### src/sv/i2ctbc_pkg.sv
`timescale 1ns / 1ps
// ----------------------------------------------------------------------------
// I2C target byte controller package
// Shared constants, codes and types for the byte sequencer and its FIFOs.
// ----------------------------------------------------------------------------
package i2ctbc_pkg;

    localparam int RX_DEPTH = 16;
    localparam int TX_DEPTH = 16;
    localparam int RX_AW    = $clog2(RX_DEPTH);
    localparam int TX_AW    = $clog2(TX_DEPTH);
    localparam int RX_LW    = $clog2(RX_DEPTH + 1);
    localparam int TX_LW    = $clog2(TX_DEPTH + 1);
    localparam int LEVEL_W  = 5;
    localparam int ADDR_W   = 6;
    localparam int BYTE_W   = 8;
    localparam int BITS_W   = 4;

    localparam logic [BITS_W-1:0] BITS_ACK  = 4'd1;
    localparam logic [BITS_W-1:0] BITS_BYTE = 4'd8;

    typedef enum logic [1:0] {
        CMD_START = 2'd0,
        CMD_SHIFT = 2'd1,
        CMD_PUSH  = 2'd2,
        CMD_POP   = 2'd3
    } t_cmd;

    typedef enum logic [2:0] {
        PH_ADDR      = 3'd0,
        PH_SEND      = 3'd1,
        PH_REQ_REPLY = 3'd2,
        PH_CHK_REPLY = 3'd3,
        PH_REQ_DATA  = 3'd4,
        PH_GET_DATA  = 3'd5
    } t_phase;

    typedef struct packed {
        logic               load_shift;
        logic               use_tx;
        logic               sda_drive;
        logic [BITS_W-1:0]  shift_bits;
        logic               wait_for_start;
        logic               read_request;
        logic               pop_valid;
        logic               push_dropped;
        logic               rx_overrun;
        logic [LEVEL_W-1:0] rx_level;
        logic [LEVEL_W-1:0] tx_level;
    } t_result;

endpackage

### src/sv/i2c_target_byte_controller_top.sv
`timescale 1ns / 1ps
// ----------------------------------------------------------------------------
// I2C target byte controller
// Byte-level target sequencer with receive and transmit FIFOs in RAM.
// ----------------------------------------------------------------------------
// channel   direction  handshake                      payload
// item      in         start & !busy                  i_command, i_shift_byte,
//                                                     i_stop_seen, i_host_byte
// result    out        o_result_valid, one cycle      o_load_shift .. o_tx_level
// config    in         i_cfg_we                       i_cfg_wdata (own address)
//
// One item per cycle; its result appears the cycle after acceptance, when the
// registered FIFO RAM read returns the popped or transmitted byte.
// busy is high only while reset is applied and the cycle after.
// Results cannot be stalled; reset clears pointers, phase, own address and bus arming.
// ----------------------------------------------------------------------------
module i2c_target_byte_controller_top (
    input  logic        i_clk,
    input  logic        i_rst_n,
    input  logic        start,
    output logic        busy,
    input  logic [1:0]  i_command,
    input  logic [7:0]  i_shift_byte,
    input  logic        i_stop_seen,
    input  logic [7:0]  i_host_byte,
    input  logic        i_cfg_we,
    input  logic [5:0]  i_cfg_wdata,
    output logic        o_result_valid,
    output logic        o_load_shift,
    output logic [7:0]  o_shift_value,
    output logic        o_sda_drive,
    output logic [3:0]  o_shift_bits,
    output logic        o_wait_for_start,
    output logic        o_read_request,
    output logic        o_pop_valid,
    output logic [7:0]  o_pop_byte,
    output logic        o_push_dropped,
    output logic        o_rx_overrun,
    output logic [4:0]  o_rx_level,
    output logic [4:0]  o_tx_level
);

    logic                           r_live;
    logic                           r_valid;
    i2ctbc_pkg::t_result            r_res;
    i2ctbc_pkg::t_result            res;
    logic                           accept;
    logic                           rx_we, tx_we;
    logic [i2ctbc_pkg::RX_AW-1:0]   rx_waddr, rx_raddr;
    logic [i2ctbc_pkg::TX_AW-1:0]   tx_waddr, tx_raddr;
    logic [7:0]                     rx_wdata, tx_wdata, rx_rdata, tx_rdata;

    assign busy   = !r_live;
    assign accept = start && !busy;

    i2ctbc_ctrl u_ctrl (
        .i_clk        (i_clk),
        .i_rst_n      (i_rst_n),
        .i_accept     (accept),
        .i_command    (i2ctbc_pkg::t_cmd'(i_command)),
        .i_shift_byte (i_shift_byte),
        .i_stop_seen  (i_stop_seen),
        .i_host_byte  (i_host_byte),
        .i_cfg_we     (i_cfg_we),
        .i_cfg_wdata  (i_cfg_wdata),
        .o_result     (res),
        .o_rx_we      (rx_we),
        .o_rx_waddr   (rx_waddr),
        .o_rx_wdata   (rx_wdata),
        .o_rx_raddr   (rx_raddr),
        .o_tx_we      (tx_we),
        .o_tx_waddr   (tx_waddr),
        .o_tx_wdata   (tx_wdata),
        .o_tx_raddr   (tx_raddr)
    );

    i2ctbc_ram #(
        .WIDTH (i2ctbc_pkg::BYTE_W),
        .DEPTH (i2ctbc_pkg::RX_DEPTH)
    ) u_rx_ram (
        .i_clk   (i_clk),
        .i_we    (rx_we),
        .i_waddr (rx_waddr),
        .i_wdata (rx_wdata),
        .i_raddr (rx_raddr),
        .o_rdata (rx_rdata)
    );

    i2ctbc_ram #(
        .WIDTH (i2ctbc_pkg::BYTE_W),
        .DEPTH (i2ctbc_pkg::TX_DEPTH)
    ) u_tx_ram (
        .i_clk   (i_clk),
        .i_we    (tx_we),
        .i_waddr (tx_waddr),
        .i_wdata (tx_wdata),
        .i_raddr (tx_raddr),
        .o_rdata (tx_rdata)
    );

    always_ff @(posedge i_clk) begin
        if (!i_rst_n) begin
            r_live  <= 1'b0;
            r_valid <= 1'b0;
        end else begin
            r_live  <= 1'b1;
            r_valid <= accept;
        end
    end

    always_ff @(posedge i_clk) begin
        if (accept) begin
            r_res <= res;
        end
    end

    assign o_result_valid   = r_valid;
    assign o_load_shift     = r_res.load_shift;
    assign o_shift_value    = r_res.use_tx ? tx_rdata : 8'h00;
    assign o_sda_drive      = r_res.sda_drive;
    assign o_shift_bits     = r_res.shift_bits;
    assign o_wait_for_start = r_res.wait_for_start;
    assign o_read_request   = r_res.read_request;
    assign o_pop_valid      = r_res.pop_valid;
    assign o_pop_byte       = r_res.pop_valid ? rx_rdata : 8'h00;
    assign o_push_dropped   = r_res.push_dropped;
    assign o_rx_overrun     = r_res.rx_overrun;
    assign o_rx_level       = r_res.rx_level;
    assign o_tx_level       = r_res.tx_level;

    a_result_follows: assert property (@(posedge i_clk) disable iff (!i_rst_n)
        accept |=> o_result_valid)
        else $error("accepted item gave no result");

    a_overrun_full: assert property (@(posedge i_clk) disable iff (!i_rst_n)
        (o_result_valid && o_rx_overrun) |->
            (o_rx_level == i2ctbc_pkg::LEVEL_W'(i2ctbc_pkg::RX_DEPTH)))
        else $error("overrun with receive FIFO not full");

    a_drop_full: assert property (@(posedge i_clk) disable iff (!i_rst_n)
        (o_result_valid && o_push_dropped) |->
            (o_tx_level == i2ctbc_pkg::LEVEL_W'(i2ctbc_pkg::TX_DEPTH)))
        else $error("push dropped with transmit FIFO not full");

    a_read_armed: assert property (@(posedge i_clk) disable iff (!i_rst_n)
        (o_result_valid && o_read_request) |-> !o_wait_for_start)
        else $error("read request with bus released");

    a_data_load: assert property (@(posedge i_clk) disable iff (!i_rst_n)
        (o_result_valid && o_sda_drive && o_shift_bits == i2ctbc_pkg::BITS_BYTE)
            |-> o_load_shift)
        else $error("data drive without shifter load");

endmodule

### src/sv/i2ctbc_ram.sv
`timescale 1ns / 1ps
// ----------------------------------------------------------------------------
// Generic RAM
// One write port, one read port, read data registered.
// ----------------------------------------------------------------------------
module i2ctbc_ram #(
    parameter int WIDTH = 8,
    parameter int DEPTH = 16
) (
    input  logic                     i_clk,
    input  logic                     i_we,
    input  logic [$clog2(DEPTH)-1:0] i_waddr,
    input  logic [WIDTH-1:0]         i_wdata,
    input  logic [$clog2(DEPTH)-1:0] i_raddr,
    output logic [WIDTH-1:0]         o_rdata
);

    logic [WIDTH-1:0] r_mem [DEPTH];
    logic [WIDTH-1:0] r_rdata;

    always_ff @(posedge i_clk) begin
        if (i_we) begin
            r_mem[i_waddr] <= i_wdata;
        end
        r_rdata <= r_mem[i_raddr];
    end

    assign o_rdata = r_rdata;

endmodule

### src/sv/i2ctbc_ctrl.sv
`timescale 1ns / 1ps
// ----------------------------------------------------------------------------
// I2C target byte sequencer control
// Phase machine, bus arming, own address and FIFO pointers; drives the RAMs.
// ----------------------------------------------------------------------------
module i2ctbc_ctrl (
    input  logic                            i_clk,
    input  logic                            i_rst_n,
    input  logic                            i_accept,
    input  i2ctbc_pkg::t_cmd                i_command,
    input  logic [i2ctbc_pkg::BYTE_W-1:0]   i_shift_byte,
    input  logic                            i_stop_seen,
    input  logic [i2ctbc_pkg::BYTE_W-1:0]   i_host_byte,
    input  logic                            i_cfg_we,
    input  logic [i2ctbc_pkg::ADDR_W-1:0]   i_cfg_wdata,
    output i2ctbc_pkg::t_result             o_result,
    output logic                            o_rx_we,
    output logic [i2ctbc_pkg::RX_AW-1:0]    o_rx_waddr,
    output logic [i2ctbc_pkg::BYTE_W-1:0]   o_rx_wdata,
    output logic [i2ctbc_pkg::RX_AW-1:0]    o_rx_raddr,
    output logic                            o_tx_we,
    output logic [i2ctbc_pkg::TX_AW-1:0]    o_tx_waddr,
    output logic [i2ctbc_pkg::BYTE_W-1:0]   o_tx_wdata,
    output logic [i2ctbc_pkg::TX_AW-1:0]    o_tx_raddr
);

    localparam int RX_AW = i2ctbc_pkg::RX_AW;
    localparam int TX_AW = i2ctbc_pkg::TX_AW;
    localparam int RX_LW = i2ctbc_pkg::RX_LW;
    localparam int TX_LW = i2ctbc_pkg::TX_LW;
    localparam int LEVEL_W = i2ctbc_pkg::LEVEL_W;

    i2ctbc_pkg::t_phase                r_phase, n_phase;
    logic                              r_armed, n_armed;
    logic [i2ctbc_pkg::ADDR_W-1:0]     r_own_addr;
    logic [RX_AW-1:0]                  r_rx_wr, n_rx_wr, r_rx_rd, n_rx_rd;
    logic [RX_LW-1:0]                  r_rx_fill, n_rx_fill;
    logic [TX_AW-1:0]                  r_tx_wr, n_tx_wr, r_tx_rd, n_tx_rd;
    logic [TX_LW-1:0]                  r_tx_fill, n_tx_fill;
    i2ctbc_pkg::t_result               res;
    logic                              rx_we, tx_we;
    logic                              tx_empty, tx_full, rx_empty, rx_full;

    assign tx_empty = (r_tx_fill == '0);
    assign rx_empty = (r_rx_fill == '0);
    assign tx_full  = (r_tx_fill == TX_LW'(i2ctbc_pkg::TX_DEPTH));
    assign rx_full  = (r_rx_fill == RX_LW'(i2ctbc_pkg::RX_DEPTH));

    function automatic logic [RX_AW-1:0] rx_next(input logic [RX_AW-1:0] p);
        rx_next = (p == RX_AW'(i2ctbc_pkg::RX_DEPTH - 1)) ? '0 : p + 1'b1;
    endfunction

    function automatic logic [TX_AW-1:0] tx_next(input logic [TX_AW-1:0] p);
        tx_next = (p == TX_AW'(i2ctbc_pkg::TX_DEPTH - 1)) ? '0 : p + 1'b1;
    endfunction

    always_ff @(posedge i_clk) begin
        if (!i_rst_n) begin
            r_phase    <= i2ctbc_pkg::PH_ADDR;
            r_armed    <= 1'b0;
            r_own_addr <= '0;
            r_rx_wr    <= '0;
            r_rx_rd    <= '0;
            r_rx_fill  <= '0;
            r_tx_wr    <= '0;
            r_tx_rd    <= '0;
            r_tx_fill  <= '0;
        end else begin
            if (i_cfg_we) begin
                r_own_addr <= i_cfg_wdata;
            end
            if (i_accept) begin
                r_phase   <= n_phase;
                r_armed   <= n_armed;
                r_rx_wr   <= n_rx_wr;
                r_rx_rd   <= n_rx_rd;
                r_rx_fill <= n_rx_fill;
                r_tx_wr   <= n_tx_wr;
                r_tx_rd   <= n_tx_rd;
                r_tx_fill <= n_tx_fill;
            end
        end
    end

    always_comb begin
        n_phase   = r_phase;
        n_armed   = r_armed;
        n_rx_wr   = r_rx_wr;
        n_rx_rd   = r_rx_rd;
        n_rx_fill = r_rx_fill;
        n_tx_wr   = r_tx_wr;
        n_tx_rd   = r_tx_rd;
        n_tx_fill = r_tx_fill;
        rx_we     = 1'b0;
        tx_we     = 1'b0;
        res       = '0;
        res.shift_bits = i2ctbc_pkg::BITS_BYTE;

        unique case (i_command)
            i2ctbc_pkg::CMD_START: begin
                n_phase = i2ctbc_pkg::PH_ADDR;
                n_armed = !i_stop_seen;
            end
            i2ctbc_pkg::CMD_SHIFT: begin
                if (r_armed) begin
                    unique case (r_phase) inside
                        i2ctbc_pkg::PH_ADDR: begin
                            if (i_shift_byte[6:1] == r_own_addr) begin
                                if (i_shift_byte[0]) begin
                                    res.read_request = 1'b1;
                                    n_phase = i2ctbc_pkg::PH_SEND;
                                end else begin
                                    n_phase = i2ctbc_pkg::PH_REQ_DATA;
                                end
                                res.load_shift = 1'b1;
                                res.sda_drive  = 1'b1;
                                res.shift_bits = i2ctbc_pkg::BITS_ACK;
                            end else begin
                                n_armed = 1'b0;
                            end
                        end
                        i2ctbc_pkg::PH_SEND, i2ctbc_pkg::PH_CHK_REPLY: begin
                            if (r_phase == i2ctbc_pkg::PH_CHK_REPLY && i_shift_byte != '0) begin
                                // master NACK
                                n_armed = 1'b0;
                            end else if (!tx_empty) begin
                                res.load_shift = 1'b1;
                                res.use_tx     = 1'b1;
                                res.sda_drive  = 1'b1;
                                n_tx_rd   = tx_next(r_tx_rd);
                                n_tx_fill = r_tx_fill - 1'b1;
                                n_phase   = i2ctbc_pkg::PH_REQ_REPLY;
                            end else begin
                                res.load_shift = 1'b1;
                                n_armed = 1'b0;
                            end
                        end
                        i2ctbc_pkg::PH_REQ_REPLY: begin
                            n_phase = i2ctbc_pkg::PH_CHK_REPLY;
                            res.load_shift = 1'b1;
                            res.shift_bits = i2ctbc_pkg::BITS_ACK;
                        end
                        i2ctbc_pkg::PH_REQ_DATA: begin
                            n_phase = i2ctbc_pkg::PH_GET_DATA;
                        end
                        i2ctbc_pkg::PH_GET_DATA: begin
                            if (!rx_full) begin
                                rx_we     = 1'b1;
                                n_rx_wr   = rx_next(r_rx_wr);
                                n_rx_fill = r_rx_fill + 1'b1;
                            end else begin
                                res.rx_overrun = 1'b1;
                            end
                            n_phase = i2ctbc_pkg::PH_REQ_DATA;
                            res.load_shift = 1'b1;
                            res.sda_drive  = 1'b1;
                            res.shift_bits = i2ctbc_pkg::BITS_ACK;
                        end
                        default: begin
                            n_phase = i2ctbc_pkg::PH_ADDR;
                            n_armed = 1'b0;
                        end
                    endcase
                end
            end
            i2ctbc_pkg::CMD_PUSH: begin
                if (!tx_full) begin
                    tx_we     = 1'b1;
                    n_tx_wr   = tx_next(r_tx_wr);
                    n_tx_fill = r_tx_fill + 1'b1;
                end else begin
                    res.push_dropped = 1'b1;
                end
            end
            i2ctbc_pkg::CMD_POP: begin
                if (!rx_empty) begin
                    res.pop_valid = 1'b1;
                    n_rx_rd   = rx_next(r_rx_rd);
                    n_rx_fill = r_rx_fill - 1'b1;
                end
            end
            default: begin
            end
        endcase

        res.wait_for_start = !n_armed;
        res.rx_level       = LEVEL_W'(n_rx_fill);
        res.tx_level       = LEVEL_W'(n_tx_fill);
    end

    assign o_result   = res;
    assign o_rx_we    = i_accept && rx_we;
    assign o_rx_waddr = r_rx_wr;
    assign o_rx_wdata = i_shift_byte;
    assign o_rx_raddr = r_rx_rd;
    assign o_tx_we    = i_accept && tx_we;
    assign o_tx_waddr = r_tx_wr;
    assign o_tx_wdata = i_host_byte;
    assign o_tx_raddr = r_tx_rd;

endmodule
### config.mk
export PLATFORM = sky130hd
export DESIGN_NAME = i2c_target_byte_controller_top
export DESIGN_NICKNAME = d
export VERILOG_FILES = /design/src/sv/i2ctbc_pkg.sv /design/src/sv/i2c_target_byte_controller_top.sv /design/src/sv/i2ctbc_ram.sv /design/src/sv/i2ctbc_ctrl.sv
export SDC_FILE = /design/constraint.sdc
export NUM_CORES = 1
export LEC_CHECK = 0
export BUFFER_PORTS_ARGS = -buffer_cell sky130_fd_sc_hd__buf_2
export CORE_MARGIN = 2
export CORE_UTILIZATION = 55
export CTS_CLUSTER_SIZE = 30
export DETAILED_ROUTE_END_ITERATION = 7
export PLACE_DENSITY = 0.77
export SYNTH_ARGS = -nofsm -noshare
export SYNTH_HDL_FRONTEND = slang
export SYNTH_SLANG_ARGS = --single-unit
### constraint.sdc
create_clock -name i_clk -period 3.2 [get_ports i_clk]
set_clock_uncertainty 0.15 [all_clocks]
set_input_delay 0.16 -clock i_clk [delete_from_list [all_inputs] [get_ports i_clk]]
set_output_delay 0.16 -clock i_clk [all_outputs]
set_load 0.02 [all_outputs]
---- Word-level counts from Yosys, hierarchy flattened ----
Memories as Yosys holds them, arrays and structs flattened. A register that Yosys moved wholly into a read port is not among the register bits.
Cells that the tools add are included.
word-level totals
  register bits after elaboration ......... 60
  bits in writable memories ............... 256
  bits of input ports ..................... 29
  output and inout bits ................... 39
  word-level logic and storage cells ...... 135
  memories ................................ 2
memory list
  name            words  width  read ports  clocked after memory_dff  wr ports  RTL line          text
  u_rx_ram.r_mem  16     8      1           1                         1         i2ctbc_ram.sv:18  logic [WIDTH-1:0] r_mem [DEPTH];
  u_tx_ram.r_mem  16     8      1           1                         1         i2ctbc_ram.sv:18
cells by class
  add/sub/neg operators ................... 8
  equality and inequality tests ........... 19
  muxes and demuxes ....................... 51
  bitwise gates (word level) .............. 8
  reduce and logical (&&, ||, !) cells .... 25
operators with widths
  cell                                              count
  2-to-1 mux 5 bit                                  10
  case mux 5 bit (2 select lines)                   2
  2-to-1 mux 1 bit                                  19
  2-to-1 mux 3 bit                                  6
  adder 4 x 1 -> 4 bit, second input constant       4
  == test 4 bit, second input constant              4
  2-to-1 mux 4 bit                                  4
  2-to-1 mux 8 bit                                  2
  case mux 3 bit (5 select lines)                   1
  AND reduction 6 bit                               2
  adder 5 x 1 -> 5 bit, second input constant       2
  == test 5 bit, second input constant              2
  logical NOT 5 bit                                 2
  subtractor 5 x 1 -> 5 bit, second input constant  2
  inequality test 3 bit, second input constant      3
  case mux 1 bit (3 select lines)                   3
  AND reduction 3 bit                               3
  inverter 1 bit                                    8
  case mux 4 bit (2 select lines)                   1
  nonzero test 8 bit                                1
  == test 3 x 2 -> 1 bit, second input constant     2
  == test 3 bit, second input constant              2
  == test 6 bit                                     1
  case mux 3 bit (2 select lines)                   1
  17 further kinds                                  24

---- Longest topological paths before layout ----
  depth in word-level cells ............... 8
  gate-level depth with buffers ........... 9

---- Hierarchy ----
Synthesis repeated with hierarchy kept, for this count alone.
unflattened totals
  cell total of the unflattened synthesis .. 865
  area, all modules ....................... 13980.9 µm²
by module, submodules not included
  module                          instances  cells an instance  area each (µm²)  sequential area each (µm²)
  i2ctbc_ram                      2          229                5147.4           4003.8
  i2ctbc_ctrl                     1          350                2763.9           720.7
  i2c_target_byte_controller_top  1          57                 922.1            700.7

---- Worst setup path after synthesis ----
OpenSTA, ideal clock, no wires.
  path kind ............................... flip-flop to flip-flop
  start ................................... register u_ctrl.r_tx_fill[0]
  end ..................................... memory u_tx_ram.r_mem[2][0] (enable)
  library setup time ...................... 0.383 ns
  data arrival time ....................... 2.044 ns
  setup slack ............................. 0.623 ns
  cell stages (with the launch flop) ...... 9
  period minus slack after synthesis ...... 2.577 ns
  cell sequence ........................... dfxtp_1 > clkbuf_1 > inv_1 > ha_1 > or3b_1 > o211a_1 > buf_4 > nand2_1 > nor3_1
between the ends
  word-level cells in the longest chain between the ends .. 6
RTL lines
  element                                 RTL line            text
  start: declaration                      i2ctbc_ctrl.sv:39   logic [TX_LW-1:0] r_tx_fill, n_tx_fill;
  start signal: assignment                i2ctbc_ctrl.sv:80   r_tx_fill <= n_tx_fill;
  == test 5 bit                           i2ctbc_ctrl.sv:46   assign tx_full = (r_tx_fill == TX_LW'(i2ctbc_pkg::TX_DEPTH));
  2-to-1 mux 1 bit                        i2ctbc_ctrl.sv:167  if (!tx_full) begin
  2-to-1 mux 1 bit                        i2ctbc_ctrl.sv:99   unique case (i_command)
  logical AND 1 bit                       i2ctbc_ctrl.sv:196  assign o_tx_we = i_accept && tx_we;
  2-to-1 mux 1 bit                        i2ctbc_ram.sv:22    if (i_we) begin
  2-to-1 mux 1 bit (not written as such)  i2ctbc_ram.sv:23    r_mem[i_waddr] <= i_wdata;
  end: declaration                        i2ctbc_ram.sv:18
Every way passes these cells.

---- Final worst setup path ----
  start ................................... register u_ctrl.r_rx_fill[0]
  end ..................................... memory u_rx_ram.r_mem[6][5] (enable)
between the ends
  word-level cells in the longest chain between the ends .. 8
RTL lines
  element                                 RTL line            text
  start: declaration                      i2ctbc_ctrl.sv:37   logic [RX_LW-1:0] r_rx_fill, n_rx_fill;
  start signal: assignment                i2ctbc_ctrl.sv:77   r_rx_fill <= n_rx_fill;
  == test 5 bit                           i2ctbc_ctrl.sv:47   assign rx_full = (r_rx_fill == RX_LW'(i2ctbc_pkg::RX_DEPTH));
  2-to-1 mux 1 bit                        i2ctbc_ctrl.sv:147  if (!rx_full) begin
  2-to-1 mux 1 bit                        i2ctbc_ctrl.sv:106  unique case (r_phase) inside
  2-to-1 mux 1 bit                        i2ctbc_ctrl.sv:105  if (r_armed) begin
  2-to-1 mux 1 bit                        i2ctbc_ctrl.sv:99
  logical AND 1 bit                       i2ctbc_ctrl.sv:192  assign o_rx_we = i_accept && rx_we;
  2-to-1 mux 1 bit                        i2ctbc_ram.sv:22
  2-to-1 mux 1 bit (not written as such)  i2ctbc_ram.sv:23
  end: declaration                        i2ctbc_ram.sv:18
Every way passes these cells.

==> run_results.csv <==
group,metric,value,unit
critical_path,cp_max_fo,8,
grt,grt_use_total,21.29,%
grt,grt_max_degree,42,
die,die_x,162.5,um
timing,relSlewSlack,49.01,%
synth,netlist_area,13810,um^2
synth,synthArstFlopShare,0,%
critical_path,cp_data_arrival_time,2.70,ns
critical_path,cpMaxStageDelayCell,"nor2_1",
critical_path,crit_chain,"inv_1, ha_1, and4bb_1, nor4_4, nand2_1, nor2_1",
route,dr.pass1.iters,5,
timing,fin_crit,2.726,ns
die,die_h,162.5,um
die,coreArea,24460,um^2
power,combPwrFrac,2.9,%
layout,nets,983,
clock_tree,clkTransAtPathRegs,0.06,ns
die,boundaryPins,68,
synth,ys_types,79,
place,post-dp-hpwl,17320,um
synth,synth_edf_count,276,
synth,yosysSeqAreaShare,67.85,%
timing,tightest_slew,0.7638,ns
timing,fin_crit_sh,85.17,%
layout,area_delta_synth_final,15.14,%
synth,synth.most_common_cell,"edfxtp_1",
timing,setup-tns-final,0,ns
critical_path,worst_ep_required_time,3.18,ns
critical_path,crit_type,"register to register",
clock_tree,cts.sinks,330,
critical_path,startpoint_type,"register",
critical_path,crit_buf_inv,1,
layout,antenna_cells,0,
timing,hold_viol_final,0,
layout,drive_gt1_share,26.64,%
clock_tree,htree_levels,2,
power,p_sw,1.733,mW
critical_path,critPathMaxStageDelay,0.58,ns
grt,grt_pass1_wl,42520,um
clock_tree,numCtsBuffers,35,
power,swShare,20.02,%
timing,slew_violations,0,
power,power.share.clock,43.1,%
power,intPower,6.924,mW
job,drv_cap,0,
route,wl,27430,um
place,place.gp.congestion,0.8924,
route,drtIter0Drc,670,
die,start_util,56.45,%
synth,synth_top_area_share,60.02,%
route,ant_nets,0,
route,vias_per_cell,5.904,
synth,ys_ff_latch,330,
power,ir_drop,0.5426,mV
power,power.density,544.5,nW/um^2
timing,setup-violations-final,0,
synth,synth_top_area_cell,"edfxtp_1",
synth,avgSynthCellArea,16.82,um^2
synth,yosys-top-cells-area,"edfxtp_1 60%, mux4_2 13%, dfxtp_1 7.8%",
clock_tree,cts_tree,"done",
route,num_vias,7586,
power,seq_power_share,54.1,%
grt,gr-total-overflow,0,
grt,grt_pass1_vias,7572,
critical_path,critPathTopFamily,"simple AND/OR/NAND/NOR gates",
clock_tree,post_cts_buffers,0,
die,rows,57,
run_status,outcome,"finished, final reports clean",
clock_tree,cts_buffer_depth,3,
clock_tree,root_buffer,"clkbuf_16",
synth,synth_ff_type,"edfxtp_1",
power,power_leakage,5.310,nW
grt,antenna_found_initial,0,
critical_path,endpoint_kind,"register",
timing,fmaxAchievable,366.9,MHz
synth,synth_cells,821,
layout,fillCellCount,1606,
synth,yosys_warnings,0,
die,dieArea,26390,um^2
clock_tree,clock_latency,0.52,ns
timing,rsz0062_at_grt,"false",
route,drcViolationCount,0,
min_path,worstHoldPathType,"input port to register",
place,io_buffers,65,
synth,ys_top_cells_by_count,"276 x edfxtp_1, 80 x mux4_2, 54 x dfxtp_1",
route,post_drt_wl_per_cell,21.34,um
power,power,8.657,mW
## power by group through the flow
stage	sequential, mW	combinational [mW]	clock [mW]
after floorplan	4.77	0.108	0
after global placement	4.77	0.207	0
after detailed placement	4.77	0.213	0
after CTS	4.68	0.246	3.80
after global routing	4.68	0.271	3.96
final	4.68	0.248	3.73
## layer usage
| metal | vias up | track usage, % | wire, um | share of wire (%) |
|---|---|---|---|---|
| met2 | 236 | 36.85 | 14370 | 52 |
| met1 | 3857 | 27.71 | 10850 | 40 |
| met3 | 50 | 3.361 | 1403 | 5.1 |
| met5 | - | 0 | 0 | 0 |
| met4 | 0 | 7.401 | 800 | 2.9 |
| li1 | 3443 | - | - | - |
## cell families after synthesis
logic type      count (synthesis)  share of synthesized area [%]
mux                            90                          13.77
other cells                     1                        0.02716
buf+inv                        79                          3.036
flops                         330                          67.85
simple gates                  192                          7.793
xor+xnor                       14                         0.8880
compound gates                 96                          4.911
fa+ha+maj                      19                          1.722
## what timing repair did
action	4_1_cts	5_1_grt
resized for setup	0	0
hold endpoints to repair	240	0
hold buffers	30	0
## cells in the final DEF, fill, tap and decap left out, types with 22 or more instances in the layout
master	n
and2_1	22
buf_2	65
buf_4	39
clkbuf_16	36
dfxtp_1	52
dlygate4sd3_1	30
edfxtp_1	276
mux4_2	80
nand2_1	39
nor2_1	47
o21ai_0	23
## sequential cells by signal, indices dropped and copies added (netlist names), 5 cells and up, named ones only
register	flops
u_ctrl.r_own_addr	6
o_rx_level	5
u_tx_ram.o_rdata	8
u_rx_ram.r_mem	128
o_tx_level	5
u_tx_ram.r_mem	128
u_rx_ram.o_rdata	8
u_ctrl.r_rx_fill	5
u_ctrl.r_tx_fill	5
## layout make-up
cell class                      instances  area (um^2)  area share, %
Clock buffer                           43        937.1          5.894
Clock inverter                         20        131.4         0.8263
Inverter                               19        71.32         0.4486
Multi-Input combinational cell        413         4024          25.31
Sequential cell                       330         9371          58.94
Tap cell                              324        405.4          2.550
Timing Repair Buffer                  136        958.4          6.028
## path summary, 6_finish.rpt
kind                                           start  slack, ns  depth (start not counted)                   end
worst max-delay path             u_ctrl.r_rx_fill[0]       0.47                          6  u_rx_ram.r_mem[6][5]
worst min-delay path                 i_shift_byte[6]       0.07                          2  u_rx_ram.r_mem[3][6]
worst max register to register   u_ctrl.r_rx_fill[0]       0.47                          6  u_rx_ram.r_mem[6][5]
worst min register to register  u_ctrl.o_rx_raddr[0]       0.37                          2  u_ctrl.o_rx_raddr[0]
## per-stage QoR
step,hold slack [ns],util [%],setup WS (ns),cells,area (um^2)
finish,0.06932,64.99,0.4744,1285,15900
CTS,0.05475,64.99,0.4896,1285,15900
detailed placement,0.2836,59.40,0.5310,1192,14530
floorplan,0.03772,-,0.6226,822,13810
global placement,0.2687,59.40,0.6003,1192,14530
global route,0.06371,64.99,0.3240,1285,15900
Note: power is estimated with default switching activity, not from simulation.
